`src/ptss_pkg.sv`:
```
// ----------------------------------------------------------------------------
// ptss_pkg - periodic task slot scheduler package
// Sizes, command and status codes, slot entry layout and small helpers shared
// by the scheduler, its channel interfaces and its checker.
// ----------------------------------------------------------------------------
package ptss_pkg;

	// table geometry
	localparam int SLOT_COUNT    = 8;
	localparam int TIME_WIDTH    = 16;
	localparam int PENDING_WIDTH = 8;
	localparam int MAX_RESULTS   = 8;

	localparam int IDX_W  = (SLOT_COUNT > 1) ? $clog2(SLOT_COUNT) : 1;
	localparam int CNT_W  = $clog2(SLOT_COUNT + 1);
	localparam int NRES_W = $clog2(MAX_RESULTS + 1);

	// fixed field widths of the channels
	localparam int CMD_W      = 2;
	localparam int TIME_IN_W  = 16;
	localparam int SLOT_IN_W  = 8;
	localparam int STATUS_W   = 2;
	localparam int SLOT_W     = 4;

	typedef enum logic [CMD_W-1:0] {
		CMD_TICK     = 2'd0,
		CMD_ADD      = 2'd1,
		CMD_DELETE   = 2'd2,
		CMD_DISPATCH = 2'd3
	} cmd_t;

	typedef enum logic [STATUS_W-1:0] {
		ST_OK    = 2'd0,
		ST_FULL  = 2'd1,
		ST_RANGE = 2'd2
	} status_t;

	// one slot entry as held in the slot memory
	typedef struct packed {
		logic [TIME_WIDTH-1:0]    delay;
		logic [TIME_WIDTH-1:0]    period;
		logic [PENDING_WIDTH-1:0] pending;
	} entry_t;

	// one result as held in the output register
	typedef struct packed {
		status_t           status;
		logic [SLOT_W-1:0] slot;
		logic              run_task;
		logic              last;
	} result_t;

	typedef struct packed {
		logic             found;
		logic [IDX_W-1:0] idx;
	} pick_t;

	localparam logic [PENDING_WIDTH-1:0] PEND_MAX = '1;

	// lowest set bit of a slot mask
	function automatic pick_t lowest_set(input logic [SLOT_COUNT-1:0] mask);
		pick_t p;
		p = '0;
		for (int i = SLOT_COUNT - 1; i >= 0; i--) begin
			if (mask[i]) begin
				p.found = 1'b1;
				p.idx   = IDX_W'(i);
			end
		end
		return p;
	endfunction

	// slot number onto the 4-bit result field
	function automatic logic [SLOT_W-1:0] slot_field(input logic [CNT_W-1:0] v);
		logic [CNT_W+SLOT_W-1:0] ext;
		ext = {{SLOT_W{1'b0}}, v};
		return ext[SLOT_W-1:0];
	endfunction

	// request time field onto the internal time width
	function automatic logic [TIME_WIDTH-1:0] time_field(input logic [TIME_IN_W-1:0] v);
		logic [TIME_IN_W+TIME_WIDTH-1:0] ext;
		ext = {{TIME_WIDTH{1'b0}}, v};
		return ext[TIME_WIDTH-1:0];
	endfunction

endpackage

```
`src/ptss_req_if.sv`:
```
// ----------------------------------------------------------------------------
// ptss_req_if - scheduler request channel
// Valid/ready channel carrying one command with its operands.
// ----------------------------------------------------------------------------
interface ptss_req_if import ptss_pkg::*; ();

	logic                 valid;
	logic                 ready;
	logic [CMD_W-1:0]     command;
	logic [TIME_IN_W-1:0] first_delay;
	logic [TIME_IN_W-1:0] repeat_period;
	logic [SLOT_IN_W-1:0] slot_index;

	modport source (
		output valid, command, first_delay, repeat_period, slot_index,
		input  ready
	);

	modport sink (
		input  valid, command, first_delay, repeat_period, slot_index,
		output ready
	);

endinterface

```
`src/ptss_rsp_if.sv`:
```
// ----------------------------------------------------------------------------
// ptss_rsp_if - scheduler result channel
// Valid/ready channel carrying one result of a request.
// ----------------------------------------------------------------------------
interface ptss_rsp_if import ptss_pkg::*; ();

	logic                valid;
	logic                ready;
	logic [STATUS_W-1:0] status;
	logic [SLOT_W-1:0]   slot;
	logic                run_task;
	logic                last;

	modport source (
		output valid, status, slot, run_task, last,
		input  ready
	);

	modport sink (
		input  valid, status, slot, run_task, last,
		output ready
	);

endinterface

```
`src/periodic_task_slot_scheduler_unit.sv`:
```
// ----------------------------------------------------------------------------
// periodic_task_slot_scheduler_unit - time-triggered task slot scheduler
// Slot table with add, delete, tick and dispatch requests over valid/ready.
// ----------------------------------------------------------------------------
// Delay, period and pending count of every slot live in one synchronous slot
// memory with a single registered read port; valid and pending-nonzero
// marks are flip-flops, so reset needs no clearing pass. One request is
// worked at a time. A tick walks the memory one slot a cycle, reading the
// next slot while the previous one is written back. A dispatch reads each
// pending slot, then writes it back and delivers its result. Each request
// gives its results in order, the final one flagged last; a result waits in
// the output register while the next request is taken.
// ----------------------------------------------------------------------------
module periodic_task_slot_scheduler_unit import ptss_pkg::*; (
	input  logic       clk,
	input  logic       arst_n,
	ptss_req_if.sink   req,
	ptss_rsp_if.source rsp
);

	typedef enum logic [2:0] {
		S_IDLE,
		S_TICK,
		S_ADD,
		S_DELETE,
		S_DISPATCH
	} state_t;

	state_t                  state_q;
	logic [SLOT_COUNT-1:0]   valid_q;
	logic [SLOT_COUNT-1:0]   nz_q;
	logic [SLOT_COUNT-1:0]   rem_q;
	logic [NRES_W-1:0]       res_cnt_q;
	logic [CNT_W-1:0]        walk_cnt_q;
	logic                    rd_vld_s1;
	logic [IDX_W-1:0]        rd_idx_s1;
	entry_t                  rd_data_s1;

	logic [TIME_IN_W-1:0]    first_delay_q;
	logic [TIME_IN_W-1:0]    repeat_period_q;
	logic [SLOT_IN_W-1:0]    slot_index_q;

	logic                    out_valid_q;
	result_t                 out_q;

	entry_t                  slot_mem [SLOT_COUNT];

	logic                    accept;
	logic                    out_free;
	logic                    out_load;
	pick_t                   free_pick;
	pick_t                   cand_pick;
	entry_t                  tick_entry;
	logic [PENDING_WIDTH-1:0] pend_dec;
	logic [SLOT_COUNT-1:0]   sel_s1;
	logic [SLOT_COUNT-1:0]   rem_after;
	logic                    disp_last;
	logic                    walk_busy;

	logic                    mem_we;
	logic [IDX_W-1:0]        mem_waddr;
	entry_t                  mem_wdata;
	logic                    mem_re;
	logic [IDX_W-1:0]        mem_raddr;

	// handshakes
	assign req.ready = (state_q == S_IDLE);
	assign accept    = req.valid && req.ready;
	assign out_free  = !out_valid_q || rsp.ready;

	assign rsp.valid    = out_valid_q;
	assign rsp.status   = out_q.status;
	assign rsp.slot     = out_q.slot;
	assign rsp.run_task = out_q.run_task;
	assign rsp.last     = out_q.last;

	// slot selection
	assign free_pick = lowest_set(~valid_q);
	assign cand_pick = lowest_set(rem_q);
	assign walk_busy = (walk_cnt_q < CNT_W'(SLOT_COUNT));

	// tick update of the slot just read
	always_comb begin
		tick_entry = rd_data_s1;
		if (rd_data_s1.delay == '0) begin
			if (rd_data_s1.pending != PEND_MAX) begin
				tick_entry.pending = rd_data_s1.pending + 1'b1;
			end
			if (rd_data_s1.period != '0) begin
				tick_entry.delay = rd_data_s1.period - 1'b1;
			end
		end else begin
			tick_entry.delay = rd_data_s1.delay - 1'b1;
		end
	end

	// dispatch update of the slot just read
	assign pend_dec  = rd_data_s1.pending - 1'b1;
	assign sel_s1    = {{(SLOT_COUNT-1){1'b0}}, 1'b1} << rd_idx_s1;
	assign rem_after = rem_q & ~sel_s1;
	assign disp_last = (rem_after == '0) || (res_cnt_q == NRES_W'(MAX_RESULTS - 1));

	// output register load
	always_comb begin
		case (state_q)
			S_TICK: begin
				out_load = !walk_busy && !rd_vld_s1 && out_free;
			end
			S_ADD, S_DELETE: begin
				out_load = out_free;
			end
			S_DISPATCH: begin
				out_load = out_free && (rd_vld_s1 || rem_q == '0);
			end
			default: begin
				out_load = 1'b0;
			end
		endcase
	end

	// slot memory port control
	always_comb begin
		mem_we    = 1'b0;
		mem_waddr = rd_idx_s1;
		mem_wdata = tick_entry;
		mem_re    = 1'b0;
		mem_raddr = cand_pick.idx;
		case (state_q)
			S_TICK: begin
				if (walk_busy) begin
					mem_re    = 1'b1;
					mem_raddr = walk_cnt_q[IDX_W-1:0];
				end
				if (rd_vld_s1 && valid_q[rd_idx_s1]) begin
					mem_we = 1'b1;
				end
			end
			S_ADD: begin
				if (out_free && free_pick.found) begin
					mem_we    = 1'b1;
					mem_waddr = free_pick.idx;
					mem_wdata = '{delay:   time_field(first_delay_q),
					              period:  time_field(repeat_period_q),
					              pending: '0};
				end
			end
			S_DISPATCH: begin
				if (!rd_vld_s1 && rem_q != '0) begin
					mem_re = 1'b1;
				end
				if (rd_vld_s1 && out_free) begin
					mem_we    = 1'b1;
					mem_wdata = '{delay:   rd_data_s1.delay,
					              period:  rd_data_s1.period,
					              pending: pend_dec};
				end
			end
			default: begin
			end
		endcase
	end

	// slot memory, registered read
	always_ff @(posedge clk) begin
		if (mem_we) begin
			slot_mem[mem_waddr] <= mem_wdata;
		end
		if (mem_re) begin
			rd_data_s1 <= slot_mem[mem_raddr];
		end
	end

	// request operands
	always_ff @(posedge clk) begin
		if (accept) begin
			first_delay_q   <= req.first_delay;
			repeat_period_q <= req.repeat_period;
			slot_index_q    <= req.slot_index;
		end
	end

	// sequencer, slot marks and output register
	always_ff @(posedge clk or negedge arst_n) begin
		if (!arst_n) begin
			state_q     <= S_IDLE;
			valid_q     <= '0;
			nz_q        <= '0;
			rem_q       <= '0;
			res_cnt_q   <= '0;
			walk_cnt_q  <= '0;
			rd_vld_s1   <= 1'b0;
			rd_idx_s1   <= '0;
			out_valid_q <= 1'b0;
			out_q       <= '{status: ST_OK, slot: '0, run_task: 1'b0, last: 1'b0};
		end else begin
			if (out_load) begin
				out_valid_q <= 1'b1;
			end else if (out_valid_q && rsp.ready) begin
				out_valid_q <= 1'b0;
			end
			case (state_q)
				S_IDLE: begin
					if (accept) begin
						rd_vld_s1 <= 1'b0;
						case (cmd_t'(req.command))
							CMD_TICK: begin
								walk_cnt_q <= '0;
								state_q    <= S_TICK;
							end
							CMD_ADD: begin
								state_q <= S_ADD;
							end
							CMD_DELETE: begin
								state_q <= S_DELETE;
							end
							CMD_DISPATCH: begin
								rem_q     <= valid_q & nz_q;
								res_cnt_q <= '0;
								state_q   <= S_DISPATCH;
							end
							default: begin
								state_q <= S_IDLE;
							end
						endcase
					end
				end

				// walk all slots, write back the one read last cycle
				S_TICK: begin
					rd_vld_s1 <= mem_re;
					rd_idx_s1 <= mem_raddr;
					if (mem_re) begin
						walk_cnt_q <= walk_cnt_q + 1'b1;
					end
					if (mem_we) begin
						nz_q[rd_idx_s1] <= (tick_entry.pending != '0);
					end
					if (!walk_busy && !rd_vld_s1 && out_free) begin
						out_q       <= '{status: ST_OK, slot: '0, run_task: 1'b0,
						                 last: 1'b1};
						state_q     <= S_IDLE;
					end
				end

				// take the lowest free slot
				S_ADD: begin
					if (out_free) begin
						if (free_pick.found) begin
							valid_q[free_pick.idx] <= 1'b1;
							nz_q[free_pick.idx]    <= 1'b0;
							out_q <= '{status: ST_OK,
							           slot: slot_field(CNT_W'(free_pick.idx)),
							           run_task: 1'b0, last: 1'b1};
						end else begin
							out_q <= '{status: ST_FULL,
							           slot: slot_field(CNT_W'(SLOT_COUNT)),
							           run_task: 1'b0, last: 1'b1};
						end
						state_q <= S_IDLE;
					end
				end

				// free the named slot
				S_DELETE: begin
					if (out_free) begin
						if (slot_index_q >= SLOT_IN_W'(SLOT_COUNT)) begin
							out_q <= '{status: ST_RANGE, slot: '0, run_task: 1'b0,
							           last: 1'b1};
						end else begin
							valid_q[slot_index_q[IDX_W-1:0]] <= 1'b0;
							out_q <= '{status: ST_OK, slot: slot_index_q[SLOT_W-1:0],
							           run_task: 1'b0, last: 1'b1};
						end
						state_q <= S_IDLE;
					end
				end

				// read each pending slot, then write back and report it
				S_DISPATCH: begin
					if (!rd_vld_s1) begin
						if (rem_q == '0) begin
							if (out_free) begin
								out_q <= '{status: ST_OK, slot: '0, run_task: 1'b0,
								           last: 1'b1};
								state_q <= S_IDLE;
							end
						end else begin
							rd_vld_s1 <= 1'b1;
							rd_idx_s1 <= cand_pick.idx;
						end
					end else if (out_free) begin
						nz_q[rd_idx_s1] <= (pend_dec != '0);
						if (rd_data_s1.period == '0) begin
							valid_q[rd_idx_s1] <= 1'b0;
						end
						rem_q       <= rem_after;
						res_cnt_q   <= res_cnt_q + 1'b1;
						rd_vld_s1   <= 1'b0;
						out_q <= '{status: ST_OK, slot: slot_field(CNT_W'(rd_idx_s1)),
						           run_task: 1'b1, last: disp_last};
						if (disp_last) begin
							state_q <= S_IDLE;
						end
					end
				end

				default: begin
					state_q <= S_IDLE;
				end
			endcase
		end
	end

endmodule

```
`src/flat_wrapper.sv`:
```
// flat-port wrapper written by rule: the top's interface ports become plain ports
module periodic_task_slot_scheduler_unit_flat import ptss_pkg::*;
  (clk, arst_n, req_valid, req_command, req_first_delay, req_repeat_period, req_slot_index, req_ready, rsp_valid, rsp_status, rsp_slot, rsp_run_task, rsp_last, rsp_ready);
  ptss_req_if req_i ();
  ptss_rsp_if rsp_i ();
  input  logic clk;
  input  logic arst_n;
  input wire logic [$bits(req_i.valid)-1:0] req_valid;
  input wire logic [$bits(req_i.command)-1:0] req_command;
  input wire logic [$bits(req_i.first_delay)-1:0] req_first_delay;
  input wire logic [$bits(req_i.repeat_period)-1:0] req_repeat_period;
  input wire logic [$bits(req_i.slot_index)-1:0] req_slot_index;
  output wire logic [$bits(req_i.ready)-1:0] req_ready;
  output wire logic [$bits(rsp_i.valid)-1:0] rsp_valid;
  output wire logic [$bits(rsp_i.status)-1:0] rsp_status;
  output wire logic [$bits(rsp_i.slot)-1:0] rsp_slot;
  output wire logic [$bits(rsp_i.run_task)-1:0] rsp_run_task;
  output wire logic [$bits(rsp_i.last)-1:0] rsp_last;
  input wire logic [$bits(rsp_i.ready)-1:0] rsp_ready;
  assign req_i.valid = req_valid;
  assign req_i.command = req_command;
  assign req_i.first_delay = req_first_delay;
  assign req_i.repeat_period = req_repeat_period;
  assign req_i.slot_index = req_slot_index;
  assign req_ready = req_i.ready;
  assign rsp_valid = rsp_i.valid;
  assign rsp_status = rsp_i.status;
  assign rsp_slot = rsp_i.slot;
  assign rsp_run_task = rsp_i.run_task;
  assign rsp_last = rsp_i.last;
  assign rsp_i.ready = rsp_ready;
  periodic_task_slot_scheduler_unit u_core (.clk(clk), .arst_n(arst_n), .req(req_i), .rsp(rsp_i));
endmodule
```
`config.mk`:
```
export PLATFORM = sky130hd
export DESIGN_NAME = periodic_task_slot_scheduler_unit_flat
export DESIGN_NICKNAME = d
export VERILOG_FILES = /design/src/ptss_pkg.sv /design/src/ptss_req_if.sv /design/src/ptss_rsp_if.sv /design/src/periodic_task_slot_scheduler_unit.sv /design/src/flat_wrapper.sv
export SDC_FILE = /design/constraint.sdc
export NUM_CORES = 1
export LEC_CHECK = 0
export BUFFER_PORTS_ARGS = -buffer_cell sky130_fd_sc_hd__buf_2
export CAP_MARGIN = 20
export CORE_UTILIZATION = 55
export CTS_CLUSTER_SIZE = 12
export DETAILED_ROUTE_END_ITERATION = 10
export PLACE_DENSITY = 0.72
export SLEW_MARGIN = 10
export SYNTH_ARGS = -nofsm -noshare
export SYNTH_HDL_FRONTEND = slang
export SYNTH_SLANG_ARGS = --single-unit
```
`constraint.sdc`:
```
create_clock -name clk -period 6.8 [get_ports clk]
set_clock_uncertainty 0.1 [all_clocks]
set_input_delay 0.68 -clock clk [delete_from_list [all_inputs] [get_ports clk]]
set_output_delay 0.68 -clock clk [all_outputs]
set_load 0.01 [all_outputs]
```
==> metrics.csv <==
stage,metric,value,unit
floorplan,num rows,68,
final_layout,Syn-to-layout area delta,11.1,%
sta,final setup fails,0,
sta,hold slack final,0.0994,ns
logic_synthesis,Synth area leader,edfxtp_1,
route,First DRT Iteration DRCs,1031,
logic_synthesis,yosys warns,0,
route,DRC errors left,0,
route,Via density,6.38,
cts,CTS sink cnt,448,
critical_path,Worst setup EP type,flop,
critical_path,Max Fanout on Critical Path,30,
final_layout,number of antenna diodes,0,
pwr,Comb pwr share,0.353,
global_route,number of global-route vias before repair,11500,
critical_path,CP required,6.98,ns
final_layout,footprint of the multi-input gates,0.00586,sq mm
route,DR WL/cell,24.6,um
sta,Worst-Margin Slew,1.03,ns
sta,setup repair after global routing missed its margin,no,
cts,Resize count post-CTS,0,
sta,total count of hold-check failures in the final report,0,
floorplan,Die Wd,190,um
cts,Clock Tree Root,clkbuf_16,
sta,Tcrit/Tclk final,0.706,
pwr,NetSw,3830,uW
logic_synthesis,top post-synthesis cells by count,"edfxtp_1 (400), nand2_1 (144), mux4_2 (80), o21ai_0 (70), nor2_1 (69)",
route,post-route ant nets,0,
pwr,Leakage,0.00735,uW
logic_synthesis,Syn Nets,1340,
final_layout,Layout Nets,1394,
placement,port bufs,55,
pwr,power density cells,507,mW/mm^2
sta,Max Clk Rate,0.208,GHz
cts,CTS Buf Count,46,
logic_synthesis,Yosys cell types,68,
floorplan,IO Count,56,
job,max cap viols,0,
floorplan,die area,0.0361,sq mm
critical_path,WS Path Type,flop to flop,
route,overall routed net length,44700,um
cts,Skew-Pair Late Insertion Delay,0.59,ns
logic_synthesis,"top cells by area, synth","edfxtp_1 (62%), mux4_2 (9.3%), dfrtp_1 (6.2%), nand2_1 (2.8%), mux2_2 (2.5%)",
cts,"CTS clk-pin slew, worst paths",0.06,ns
final_layout,final core utilization,0.623,
logic_synthesis,Main synth FF type,edfxtp_1,
run_status,status,completed,
floorplan,Initial Util,0.561,
final_layout,layout cell share with drive strength beyond 1,0.211,
global_route,largest net degree at the start of global routing,82,
cts,CTS tree,done,
placement,post-DP HPWL,27100,um
route,drt first pass iters,5,
worst_hold_path,Hold/Removal Path Class,input port to async pin,
placement,GPL Wtd Cong,0.936,
route,Via Count,11600,
floorplan,core outline area,0.0346,sq mm
pwr,Seq pwr share,0.429,
sta,Setup TNS Final,0,ns
cts,CTS Buffer Depth,3,
pwr,Pwr Total,10900,uW
pwr,VDD IR max,0.437,mV
pwr,power share of the clock group,0.218,
cts,Post-CTS Setup Inserts,0,
sta,Tmin final,4.80,ns
final_layout,filler cell count,2473,
critical_path,CP startpoint kind,flop,
pwr,Internal,7120,uW
critical_path,Critical Path AT,4.98,ns
cts,cts hold-fix bufs,0,
logic_synthesis,#FFs+latches synth,448,
logic_synthesis,syn avg cell area,15.1,sq um
final_layout,Reg area,0.0132,sq mm
floorplan,die height,190,um
logic_synthesis,Synth top area share,0.618,
logic_synthesis,sequential element share of the synthesized area,0.680,
logic_synthesis,Post-synth ARST share,0.107,
logic_synthesis,mapped cell area,0.0194,sq mm
global_route,first-pass GRT wire length,68700,um
sta,Slew Limit Headroom,0.313,
logic_synthesis,most frequent cell after synthesis,edfxtp_1,
sta,"Slew Viols, Final",0,
logic_synthesis,Post-synth EDFFs,400,
global_route,antenna violations before repair,0,
logic_synthesis,Synth Instances,1283,
global_route,GRT Overall Usage,0.256,
global_route,grt ovf,0,
pwr,switching part of the total power,0.350,
cts,Max H-tree Level,2,
-- per-layer routing --
metal  global-route usage  up-vias  share of wire
li1                     -     5135              -
met2                0.414      501           0.49
met5                    0        -              0
met1                0.353     5863           0.41
met3               0.0391       84          0.069
met4               0.0986        0          0.032
-- per-stage QoR --
stage | instances | worst slack, ns | cell area (sq um)
2_1_floorplan | 1283 | 1.41 | 19400
3_3_place_gp | 1743 | 2.19 | 20200
3_5_place_dp | 1744 | 2.05 | 20200
4_1_cts | 1816 | 1.98 | 21600
5_1_grt | 1816 | 1.72 | 21600
6_report | 1816 | 2.00 | 21600
-- power groups by stage --
| stage | Sequential (uW) | Clock, uW | Combinational, uW |
|---|---|---|---|
| finish | 4690 | 2390 | 3870 |
| global route | 4740 | 2530 | 4200 |
| CTS | 4680 | 2430 | 3900 |
| detailed placement | 4720 | 0 | 3870 |
| global placement | 4710 | 0 | 3800 |
| floorplan | 4440 | 0 | 3010 |
-- logic make-up (layout without fill, tap and decap cells) --
| family | count (synthesis) | count (layout) | synth area share |
|---|---|---|---|
| flops | 448 | 448 | 0.680 |
| fa+ha+maj | 11 | 11 | 0.00708 |
| buf+inv | 95 | 173 | 0.0220 |
| mux | 131 | 131 | 0.122 |
| compound gates | 209 | 209 | 0.0689 |
| simple gates | 371 | 371 | 0.0923 |
| xor+xnor | 18 | 18 | 0.00811 |
-- worst max-delay path, stage by stage (launching register included) --
cell,delay [ns]
dfrtp_1,0.53
nor3b_2,0.22
buf_4,0.27
and2_0,0.33
o21a_1,0.15
buf_4,0.24
nand2_1,0.62
o21ai_0,0.75
and3_2,0.90
buf_4,0.35
-- area by class of cell --
type / count / area share
repair buffers: 80 / 0.0219
inverters: 21 / 0.00365
flip-flops and latches: 448 / 0.612
well taps: 455 / 0.0264
clock buffers: 59 / 0.0566
multi-input cells: 740 / 0.271
clock inverters: 13 / 0.00811
-- final timing paths --
kind                       cells past startpoint                              from                                end  slack, ns
min reg2reg                                    2  u_core.rsp.status[1]$_DFFE_PN0P_   u_core.rsp.status[1]$_DFFE_PN0P_       0.38
max in group asynchronous                      2                            arst_n    u_core.rsp.run_task$_DFFE_PN0P_       6.09
max                                            9     u_core.state_q[2]$_DFFE_PN0P_   u_core.slot_mem[4][32]$_DFFE_PP_       2.00
max reg2reg                                    9     u_core.state_q[2]$_DFFE_PN0P_   u_core.slot_mem[4][32]$_DFFE_PP_       2.00
min                                            2                            arst_n                          async pin        0.1
min in group clk                               1                req_first_delay[0]  u_core.first_delay_q[0]$_DFFE_PP_       0.17
-- cell usage in the layout, fill, tap and decap left out, types with 5 or more instances in the layout --
cell type / n
inv_1: 20
ha_1: 11
dfrtp_1: 48
a21oi_1: 42
mux2i_1: 7
nor4_1: 9
edfxtp_1: 400
o221ai_1: 5
a41oi_1: 7
nor2b_1: 6
a31oi_1: 15
a221o_1: 6
o22ai_1: 5
clkinv_1: 6
xnor2_1: 9
buf_2: 56
nand4b_1: 5
nor3_1: 37
nand4_1: 12
nand2_1: 143
xor2_1: 9
mux4_2: 80
a211oi_1: 10
nor3b_1: 8
or3_1: 8
clkbuf_1: 12
and4_1: 5
nand2b_1: 7
o21ai_0: 69
clkbuf_16: 47
and3_1: 8
mux2_2: 44
a22oi_1: 8
nor2_1: 68
nand3_1: 21
nor3_2: 5
buf_4: 23
-- state kept, by name, summed over array words and instances, names as in the netlist, named ones only --
register,flops
u_core.slot_mem,320
u_core.rd_data_s1,40
u_core.first_delay_q,16
u_core.repeat_period_q,16
u_core.rem_q,8
u_core.slot_index_q,8
u_core.valid_q,8
u_core.res_cnt_q,4
u_core.rsp.slot,4
u_core.walk_cnt_q,4
u_core.rd_idx_s1,3
u_core.state_q,3
u_core.rsp.status,2
u_core.rd_vld_s1,1
u_core.rsp.last,1
u_core.rsp.run_task,1
u_core.rsp.valid,1
Power figures use the tool's default switching activity.
